### config.mk
export PLATFORM = sky130hd
export DESIGN_NAME = indexed_doubly_linked_list_unit
export DESIGN_NICKNAME = d
export VERILOG_FILES = /design/src/rtl/idll_pkg.sv /design/src/rtl/idll_ram.sv /design/src/rtl/indexed_doubly_linked_list_unit.sv
export SDC_FILE = /design/constraint.sdc
export NUM_CORES = 2
export LEC_CHECK = 0
export BUFFER_PORTS_ARGS = -buffer_cell sky130_fd_sc_hd__buf_2
export CAP_MARGIN = 15
export CORE_ASPECT_RATIO = 0.8
export CORE_MARGIN = 2
export CORE_UTILIZATION = 57
export CTS_CLUSTER_DIAMETER = 200
export DETAILED_ROUTE_END_ITERATION = 8
export GPL_ROUTABILITY_DRIVEN = 0
export GPL_TIMING_DRIVEN = 0
export PLACE_DENSITY = 0.76
export RECOVER_POWER = 25
export SLEW_MARGIN = 10
export SYNTH_ARGS = -nofsm -noshare
export SYNTH_HDL_FRONTEND = slang
export SYNTH_HIERARCHICAL = 1
export SYNTH_SLANG_ARGS = --single-unit
### constraint.sdc
create_clock -name clk -period 4.5 [get_ports clk]
set_input_delay 0.45 -clock clk [delete_from_list [all_inputs] [get_ports clk]]
set_output_delay 0.45 -clock clk [all_outputs]
set_load 0.02 [all_outputs]
### src/rtl/idll_pkg.sv
`default_nettype none
package idll_pkg;

	// Request codes carried in s_tuser
	typedef enum logic [2:0] {
		OP_APPEND    = 3'd0,
		OP_INS_START = 3'd1,
		OP_INS_INDEX = 3'd2,
		OP_RM_START  = 3'd3,
		OP_RM_INDEX  = 3'd4,
		OP_RM_END    = 3'd5,
		OP_REVERSE   = 3'd6,
		OP_CLEAR     = 3'd7
	} op_t;

	// Result status codes
	typedef enum logic [1:0] {
		STAT_OK    = 2'd0,
		STAT_RANGE = 2'd1,
		STAT_EMPTY = 2'd2,
		STAT_FULL  = 2'd3
	} status_t;

	// Sequencer states
	typedef enum logic [4:0] {
		ST_IDLE,
		ST_ALLOC,
		ST_ALLOC_W,
		ST_PLACE,
		ST_WALK,
		ST_WALK_W,
		ST_LFRONT,
		ST_LFRONT2,
		ST_LRD,
		ST_LW1,
		ST_LW2,
		ST_RMRD,
		ST_RMW1,
		ST_RMW2,
		ST_REVRD,
		ST_REVW,
		ST_FIN
	} state_t;

	localparam int VALUE_W  = 32;
	localparam int POS_W    = 7;
	localparam int LEN_W    = 7;
	localparam int STAT_W   = 2;
	localparam int S_DATA_W = 40;
	localparam int M_DATA_W = 48;
	localparam logic [VALUE_W-1:0] FAIL_VALUE = 32'h8000_0000;

endpackage
`default_nettype wire

### src/rtl/idll_ram.sv
`default_nettype none
module idll_ram #(
	parameter int WIDTH = 32,
	parameter int DEPTH = 64
) (
	input  wire logic                     clk,
	input  wire logic                     we,
	input  wire logic [$clog2(DEPTH)-1:0] waddr,
	input  wire logic [WIDTH-1:0]         wdata,
	input  wire logic [$clog2(DEPTH)-1:0] raddr,
	output logic      [WIDTH-1:0]         rdata
);

	logic [WIDTH-1:0] mem [DEPTH];

	// Write one entry, register one read (old data on a clash)
	always_ff @(posedge clk) begin
		if (we) begin
			mem[waddr] <= wdata;
		end
		rdata <= mem[raddr];
	end

endmodule
`default_nettype wire

### src/rtl/indexed_doubly_linked_list_unit.sv
`default_nettype none
// Channel  Dir  tdata (low bit first)                         tuser
// s        in   value[31:0], position[38:32], zero pad       operation[2:0]
// m        out  removed_value[31:0], status[33:32],          -
//               list_length[40:34], list_empty[41], pad
//
// One item at a time. Append, insert at start and removals at the ends need no
// walk. Indexed insert or remove also walks the list from the head, with one
// read of the next-link memory per hop; reverse reads and rewrites the links
// of each node in turn. Clear and rejected requests go straight to the finish
// state. Reset is immediate: a fill mark stands in for the initial free list.
// A stalled result waits in the output register.
module indexed_doubly_linked_list_unit #(
	parameter int CAPACITY = 64
) (
	input  wire logic                          clk,
	input  wire logic                          arst_n,
	input  wire logic                          s_tvalid,
	output logic                               s_tready,
	input  wire logic [idll_pkg::S_DATA_W-1:0] s_tdata,  // value, position
	input  wire logic [2:0]                    s_tuser,  // operation
	output logic                               m_tvalid,
	input  wire logic                          m_tready,
	output logic      [idll_pkg::M_DATA_W-1:0] m_tdata   // removed, status, length, empty
);
	import idll_pkg::*;

	localparam int PW = $clog2(CAPACITY + 1);
	localparam int AW = $clog2(CAPACITY);
	localparam int EW = (PW > POS_W) ? PW : POS_W;
	localparam logic [PW-1:0] NIL = PW'(CAPACITY);

	state_t state_q, state_d;

	logic [PW-1:0]      head_q, tail_q, free_q, fill_q, count_q;
	logic [PW-1:0]      node_q, cur_q, at_q, nx_q;
	logic [EW-1:0]      steps_q;
	op_t                op_q;
	logic [VALUE_W-1:0] val_q, rv_q;
	status_t            st_q;

	logic m_valid_q;
	logic [M_DATA_W-1:0] m_data_q;

	// Memory ports
	logic               nx_we, pv_we, v_we;
	logic [AW-1:0]      nx_wa, pv_wa, v_wa, nx_ra, pv_ra, v_ra;
	logic [PW-1:0]      nx_wd, pv_wd, n_rd, p_rd;
	logic [VALUE_W-1:0] v_rd;

	idll_ram #(.WIDTH(PW), .DEPTH(CAPACITY)) u_next (
		.clk(clk), .we(nx_we), .waddr(nx_wa), .wdata(nx_wd), .raddr(nx_ra), .rdata(n_rd)
	);
	idll_ram #(.WIDTH(PW), .DEPTH(CAPACITY)) u_prev (
		.clk(clk), .we(pv_we), .waddr(pv_wa), .wdata(pv_wd), .raddr(pv_ra), .rdata(p_rd)
	);
	idll_ram #(.WIDTH(VALUE_W), .DEPTH(CAPACITY)) u_value (
		.clk(clk), .we(v_we), .waddr(v_wa), .wdata(val_q), .raddr(v_ra), .rdata(v_rd)
	);

	// Decode the incoming request
	logic               acc;
	op_t                in_op;
	logic [EW-1:0]      in_pos, cnt_e;
	logic               full, empty;
	logic               out_free;
	status_t            in_st;
	logic [VALUE_W-1:0] in_rv;

	assign acc      = s_tvalid && s_tready;
	assign in_op    = op_t'(s_tuser);
	assign in_pos   = EW'(s_tdata[VALUE_W +: POS_W]);
	assign cnt_e    = EW'(count_q);
	assign full     = (count_q == NIL);
	assign empty    = (count_q == '0);
	assign out_free = !m_valid_q || m_tready;
	assign s_tready = (state_q == ST_IDLE);

	// Classify rejected requests at accept time
	always_comb begin
		in_st = STAT_OK;
		in_rv = '0;
		case (in_op)
			OP_APPEND, OP_INS_START: begin
				if (full) in_st = STAT_FULL;
			end
			OP_INS_INDEX: begin
				if (in_pos > cnt_e) in_st = STAT_RANGE;
				else if (full) in_st = STAT_FULL;
			end
			OP_RM_START, OP_RM_END, OP_RM_INDEX: begin
				if (empty) begin
					in_st = STAT_EMPTY;
					in_rv = FAIL_VALUE;
				end else if (in_op == OP_RM_INDEX && in_pos >= cnt_e) begin
					in_st = STAT_RANGE;
					in_rv = FAIL_VALUE;
				end
			end
			default: ;
		endcase
	end

	// Next state
	always_comb begin
		state_d = state_q;
		case (state_q)
			ST_IDLE: begin
				if (acc) begin
					case (in_op)
						OP_APPEND, OP_INS_START:
							state_d = full ? ST_FIN : ST_ALLOC;
						OP_INS_INDEX:
							state_d = (in_pos > cnt_e || full) ? ST_FIN : ST_ALLOC;
						OP_RM_START, OP_RM_END:
							state_d = empty ? ST_FIN : ST_RMRD;
						OP_RM_INDEX:
							state_d = (empty || in_pos >= cnt_e) ? ST_FIN : ST_WALK;
						OP_REVERSE:
							state_d = (head_q == NIL) ? ST_FIN : ST_REVRD;
						default:
							state_d = ST_FIN;
					endcase
				end
			end
			ST_ALLOC:   state_d = (free_q != NIL) ? ST_ALLOC_W : ST_PLACE;
			ST_ALLOC_W: state_d = ST_PLACE;
			ST_PLACE: begin
				case (op_q)
					OP_APPEND:    state_d = (tail_q == NIL) ? ST_LFRONT : ST_LRD;
					OP_INS_INDEX: state_d = (steps_q == '0) ? ST_LFRONT : ST_WALK;
					default:      state_d = ST_LFRONT;
				endcase
			end
			ST_WALK: begin
				if (steps_q != '0) begin
					state_d = ST_WALK_W;
				end else if (op_q == OP_INS_INDEX) begin
					state_d = ST_LRD;
				end else begin
					state_d = ST_RMRD;
				end
			end
			ST_WALK_W:  state_d = ST_WALK;
			ST_LFRONT:  state_d = ST_LFRONT2;
			ST_LFRONT2: state_d = ST_FIN;
			ST_LRD:     state_d = ST_LW1;
			ST_LW1:     state_d = ST_LW2;
			ST_LW2:     state_d = ST_FIN;
			ST_RMRD:    state_d = ST_RMW1;
			ST_RMW1:    state_d = ST_RMW2;
			ST_RMW2:    state_d = ST_FIN;
			ST_REVRD:   state_d = ST_REVW;
			ST_REVW:    state_d = (n_rd == NIL) ? ST_FIN : ST_REVRD;
			ST_FIN:     state_d = out_free ? ST_IDLE : ST_FIN;
			default:    state_d = ST_IDLE;
		endcase
	end

	// Memory control per state
	always_comb begin
		nx_we = 1'b0; nx_wa = '0; nx_wd = '0; nx_ra = '0;
		pv_we = 1'b0; pv_wa = '0; pv_wd = '0; pv_ra = '0;
		v_we  = 1'b0; v_wa  = '0; v_ra  = '0;
		case (state_q)
			ST_ALLOC: nx_ra = free_q[AW-1:0];
			ST_PLACE: begin
				v_we = 1'b1; v_wa = node_q[AW-1:0];
			end
			ST_WALK: nx_ra = cur_q[AW-1:0];
			ST_LFRONT: begin
				nx_we = 1'b1; nx_wa = node_q[AW-1:0]; nx_wd = head_q;
				pv_we = 1'b1; pv_wa = node_q[AW-1:0]; pv_wd = NIL;
			end
			ST_LFRONT2: begin
				pv_we = (head_q != NIL); pv_wa = head_q[AW-1:0]; pv_wd = node_q;
			end
			ST_LRD: nx_ra = at_q[AW-1:0];
			ST_LW1: begin
				nx_we = 1'b1; nx_wa = node_q[AW-1:0]; nx_wd = n_rd;
				pv_we = 1'b1; pv_wa = node_q[AW-1:0]; pv_wd = at_q;
			end
			ST_LW2: begin
				nx_we = 1'b1; nx_wa = at_q[AW-1:0]; nx_wd = node_q;
				pv_we = (nx_q != NIL); pv_wa = nx_q[AW-1:0]; pv_wd = node_q;
			end
			ST_RMRD: begin
				nx_ra = node_q[AW-1:0]; pv_ra = node_q[AW-1:0]; v_ra = node_q[AW-1:0];
			end
			ST_RMW1: begin
				nx_we = (p_rd != NIL); nx_wa = p_rd[AW-1:0]; nx_wd = n_rd;
				pv_we = (n_rd != NIL); pv_wa = n_rd[AW-1:0]; pv_wd = p_rd;
			end
			ST_RMW2: begin
				nx_we = 1'b1; nx_wa = node_q[AW-1:0]; nx_wd = free_q;
			end
			ST_REVRD: begin
				nx_ra = cur_q[AW-1:0]; pv_ra = cur_q[AW-1:0];
			end
			ST_REVW: begin
				nx_we = 1'b1; nx_wa = cur_q[AW-1:0]; nx_wd = p_rd;
				pv_we = 1'b1; pv_wa = cur_q[AW-1:0]; pv_wd = n_rd;
			end
			default: ;
		endcase
	end

	// Control registers
	always_ff @(posedge clk or negedge arst_n) begin
		if (!arst_n) begin
			state_q   <= ST_IDLE;
			head_q    <= NIL;
			tail_q    <= NIL;
			free_q    <= NIL;
			fill_q    <= '0;
			count_q   <= '0;
			m_valid_q <= 1'b0;
		end else begin
			state_q <= state_d;
			// Load a finished result, or drop the one taken by the receiver
			if (state_q == ST_FIN && out_free) begin
				m_valid_q <= 1'b1;
			end else if (m_tready) begin
				m_valid_q <= 1'b0;
			end
			case (state_q)
				ST_IDLE: begin
					if (acc && in_op == OP_CLEAR) begin
						head_q  <= NIL;
						tail_q  <= NIL;
						free_q  <= NIL;
						fill_q  <= '0;
						count_q <= '0;
					end
				end
				ST_ALLOC: begin
					count_q <= count_q + 1'b1;
					if (free_q == NIL) begin
						fill_q <= fill_q + 1'b1;
					end
				end
				ST_ALLOC_W: free_q <= n_rd;
				ST_LFRONT2: begin
					if (head_q == NIL) begin
						tail_q <= node_q;
					end
					head_q <= node_q;
				end
				ST_LW2: begin
					if (nx_q == NIL) begin
						tail_q <= node_q;
					end
				end
				ST_RMW1: begin
					if (p_rd == NIL) begin
						head_q <= n_rd;
					end
					if (n_rd == NIL) begin
						tail_q <= p_rd;
					end
				end
				ST_RMW2: begin
					free_q  <= node_q;
					count_q <= count_q - 1'b1;
				end
				ST_REVW: begin
					if (n_rd == NIL) begin
						head_q <= tail_q;
						tail_q <= head_q;
					end
				end
				default: ;
			endcase
		end
	end

	// Working registers of the current item
	always_ff @(posedge clk) begin
		case (state_q)
			ST_IDLE: begin
				op_q  <= in_op;
				val_q <= s_tdata[VALUE_W-1:0];
				rv_q  <= in_rv;
				st_q  <= in_st;
				cur_q <= head_q;
				steps_q <= in_pos;
				node_q <= (in_op == OP_RM_END) ? tail_q : head_q;
			end
			ST_ALLOC:   node_q <= (free_q != NIL) ? free_q : fill_q;
			ST_PLACE: begin
				at_q    <= tail_q;
				cur_q   <= head_q;
				steps_q <= steps_q - 1'b1;
			end
			ST_WALK: begin
				at_q <= cur_q;
				if (op_q != OP_INS_INDEX) node_q <= cur_q;
			end
			ST_WALK_W: begin
				cur_q   <= n_rd;
				steps_q <= steps_q - 1'b1;
			end
			ST_LW1:  nx_q <= n_rd;
			ST_RMW1: rv_q <= v_rd;
			ST_REVW: cur_q <= n_rd;
			default: ;
		endcase
		if (state_q == ST_FIN && out_free) begin
			m_data_q <= {
				{(M_DATA_W - VALUE_W - STAT_W - LEN_W - 1){1'b0}},
				empty,
				cnt_e[LEN_W-1:0],
				st_q,
				rv_q
			};
		end
	end

	assign m_tvalid = m_valid_q;
	assign m_tdata  = m_data_q;

	// Checks
	a_count_bound: assert property (@(posedge clk) disable iff (!arst_n)
		count_q <= NIL)
		else $error("element count above capacity");
	a_head_empty: assert property (@(posedge clk) disable iff (!arst_n)
		(state_q == ST_IDLE) |-> ((head_q == NIL) == (count_q == '0)))
		else $error("head pointer disagrees with element count");
	a_accept_busy: assert property (@(posedge clk) disable iff (!arst_n)
		acc |=> !s_tready)
		else $error("second item taken while one is in work");
	a_empty_flag: assert property (@(posedge clk) disable iff (!arst_n)
		m_tvalid |-> (m_tdata[VALUE_W+STAT_W+LEN_W] ==
			(m_tdata[VALUE_W+STAT_W +: LEN_W] == '0)))
		else $error("empty flag disagrees with length");

endmodule
`default_nettype wire

==> impl_metrics.json <==
{
  "skew_ns": 0.0767,
  "cts.clk_slew.worst_paths_ns": 0.06,
  "top_usage_layer": "met2",
  "min_path_type": "input port to flip-flop",
  "met3_usage_pct": 12.9,
  "fin_hold_ws_ns": 0.224,
  "antenna_left": 0,
  "powerDensity_mw_per_mm2": 514,
  "tns_ns": -66.77,
  "cts_made_buffers": 313,
  "insertion_delay_ns": 0.97,
  "vias": 69800,
  "cap_violations": 17,
  "switching_share_pct": 26.3,
  "leakagePower_nw": 44.8,
  "fin_util_pct": 66.5,
  "seqPwrFrac_pct": 51.4,
  "yosysSeqAreaShare_pct": 77.0,
  "grt_use_met1_pct": 44.7,
  "hp-start": "s_tdata[1]",
  "drv_slew": 557,
  "synth_area_per_cell_sq_um": 21.2,
  "pwr-share-clk_pct": 35.6,
  "dp.cells": 8920,
  "path_class": "flip-flop to flip-flop",
  "total_power_mw": 73.3,
  "drcViolationCount": 352,
  "dpl_cell_area_sq_mm": 0.131,
  "min_period_over_period_pct": 111,
  "pre_cts_ws_ns": -1.49,
  "layout.nets": 6559,
  "violations": "design-rule violations, max-capacitance violations, max-slew violations, negative setup slack",
  "cts_buffer_depth": 4,
  "startpoint_type": "flip-flop",
  "dpl.hpwl_um": 227000,
  "netlist_instances": 5799,
  "ys.warnings.count": 6,
  "status": "complete, but fails checks",
  "worstPathArrival_ns": 5.77,
  "grt_max_degree": 65,
  "cts_sinks": 3177,
  "grt_pass1_wl_um": 512000,
  "final.setup.worst_slack_ns": -0.501,
  "cp_slowest_cell": "nor2_1",
  "grt_antenna_before_repair": 17,
  "peakVddDrop_v": 0.000466,
  "cp.required_ns": 5.27,
  "core.rowCount": 152,
  "internal_power_mw": 54.0,
  "die_h_um": 420,
  "drtIter0Drc": 14700,
  "areaGrowthSynthToFinish_pct": 16.0,
  "core_sq_mm": 0.215,
  "final_area_sq_mm": 0.143,
  "synth_edf_count": 3090,
  "cp_max_fo": 10,
  "grt-ovfl-total": 0,
  "fmax_mhz": 200,
  "p_switching_mw": 19.3,
  "via_per_inst": 7.28,
  "ios": 97,
  "slew_headroom_pct": -73.4,
  "tightest_slew_ns": 2.60,
  "setup_viol_count_final": 570,
  "comb_power_share_pct": 13.0,
  "dieArea_sq_mm": 0.220,
  "rsz0062_at_grt": "yes",
  "synthArstFlopShare_pct": 1.29,
  "grt.total_usage_pct": 33.8,
  "regArea_sq_mm": 0.0947,
  "wl_per_cell_um": 39.3,
  "h-tree-depth": 5,
  "instances_no_fill": 9590,
  "start_util_pct": 57.3,
  "synth_ff_type": "edfxtp_1",
  "dr.pass1.iters": 9,
  "ys_types": 88,
  "nFillCells": 12700,
  "path_cells": "buf_2 > nand3b_1 > buf_2 > nor2_4 > buf_12 > and2_1 > buf_4 > buf_4 > clkbuf_4 > clkbuf_2 > mux4_2 > o22ai_1 > nor2_1 > a21oi_1 > nor2_2",
  "root_buffer": "clkbuf_16",
  "cts_tree": "done",
  "layout-drive-gt1-share_pct": 29.1,
  "synth-seq-cells": 3177,
  "grt_pass1_vias": 67400,
  "multiInputGateArea_sq_mm": 0.0277,
  "die_x_um": 523,
  "reg2reg_from": "state_q[4]",
  "finalHoldViolCount": 0,
  "endpoint_kind": "flip-flop",
  "wl_um": 377000,
  "max_stage_delay_ns": 0.65,
  "io_buffer_count": 89,
  "met2_usage_pct": 49.0,
  "worstSetupStartpoint": "state_q[4]",
  "syn_area_sq_mm": 0.123,
  "fin_crit_ns": 5.00
}
==> cell type report <==
type / count / share of cell area (%)
inverter: 37 / 0.0991
sequential: 3177 / 66.4
tap: 2849 / 2.50
buffer: 321 / 1.30
antenna: 15 / 0.0263
multi-input combinational: 2262 / 19.4
timing repair buffer: 385 / 3.35
clock buffer: 392 / 5.89
clock inverter: 152 / 1.08
==> state kept, by name, indices dropped and copies added (netlist names), 32 cells and up <==
| signal | flops |
|---|---|
| u_value/mem | 2048 |
| m_tdata | 42 |
| rv_q | 32 |
| u_next/mem | 448 |
| u_value/rdata | 32 |
| val_q | 32 |
| u_prev/mem | 448 |
==> final timing paths <==
check / end / slack, ns / cells past startpoint
max reg2reg: u_value/rdata[5] / -0.50 / 15
min in group asynchronous: tail_q[3] / 0.91 / 2
max: u_value/rdata[5] / -0.50 / 15
min reg2reg: m_tdata[32] / 0.39 / 0
min: val_q[1] / 0.22 / 2
max in group asynchronous: free_q[1] / 2.07 / 2
==> power groups by stage <==
stage                     Combinational, mW  Clock [mW]  Sequential [mW]
after detailed placement               9.40           0             38.1
after CTS                              9.55        26.1             37.5
after floorplan                        3.54           0             38.8
final                                  9.50        26.1             37.7
after global routing                   9.70        27.2             37.7
after global placement                 5.57           0             40.3
==> cells in the final DEF, fill, tap and decap left out, drive strengths merged, types with 28 or more instances in the layout <==
cell         Yosys  routed
nand2b          28      28
a21oi          134     134
o221ai          50      50
bufinv           0      31
edfxtp        3090    3090
nand2          137     137
o22ai          111     111
mux4           768     768
nor3            40      40
and2            48      48
dfxtp           46      46
a22oi           62      62
inv             37      44
clkbuf         139     599
clkinv           0     106
buf            189     450
nor2           342     342
mux2i          138     138
nand3           48      48
dlygate4sd3      0      45
o21ai           58      58
dfrtp           38      38
nor2b           33      33
==> repair_timing <==
action | 4_1_cts | 5_1_grt
buffers inserted | 15 | 53
pin swaps | 6 | 25
resized for setup | 115 | 198
hold endpoints to repair | 83 | 0
hold buffers | 45 | 0
gates cloned | 0 | 0
endpoints found under the setup margin | 379 | 1310
==> synthesized netlist by cell type, types with 18 or more instances <==
| master | count | area [sq um] |
|---|---|---|
| nor2b_1 | 33 | 206 |
| mux2i_1 | 138 | 1380 |
| o21ai_0 | 44 | 220 |
| a222oi_1 | 18 | 180 |
| mux4_2 | 768 | 17300 |
| nand2_1 | 136 | 510 |
| clkbuf_1 | 139 | 522 |
| buf_1 | 25 | 93.8 |
| o22ai_1 | 111 | 694 |
| nor2_1 | 339 | 1270 |
| dfrtp_1 | 38 | 951 |
| nand3_1 | 48 | 240 |
| and2_1 | 48 | 300 |
| inv_1 | 37 | 139 |
| a21oi_1 | 133 | 666 |
| a22oi_1 | 62 | 465 |
| nand2b_1 | 28 | 175 |
| a22o_1 | 18 | 158 |
| buf_4 | 44 | 330 |
| nor3_1 | 37 | 185 |
| dfxtp_1 | 46 | 921 |
| o221ai_1 | 50 | 438 |
| edfxtp_1 | 3090 | 92800 |
| buf_2 | 101 | 505 |
==> worst max-delay path: cells and delay by family (launching register included) <==
family                 cells  cell delay, ns
and+or+nand+nor            5            1.70
AOI/OAI and AO/OA          2            0.36
DFF                        1            0.38
buffers and inverters      7            2.04
muxes                      1            0.32
==> cells by family after synthesis <==
| kind of cell | share of synthesized area [%] |
|---|---|
| xor+xnor | 0.0926 |
| fa+ha+maj | 0.159 |
| compound gates | 2.98 |
| simple gates | 3.00 |
| other cells | 0.00305 |
| flops | 77.0 |
| mux | 15.3 |
| buf+inv | 1.47 |
==> per-layer routing <==
layer	routed length, um	vias to the layer above
li1	-	25700
met4	26900	20
met3	65400	1777
met2	164000	7328
met1	121000	35000
met5	211	-
(Power assumes the default switching activity.)
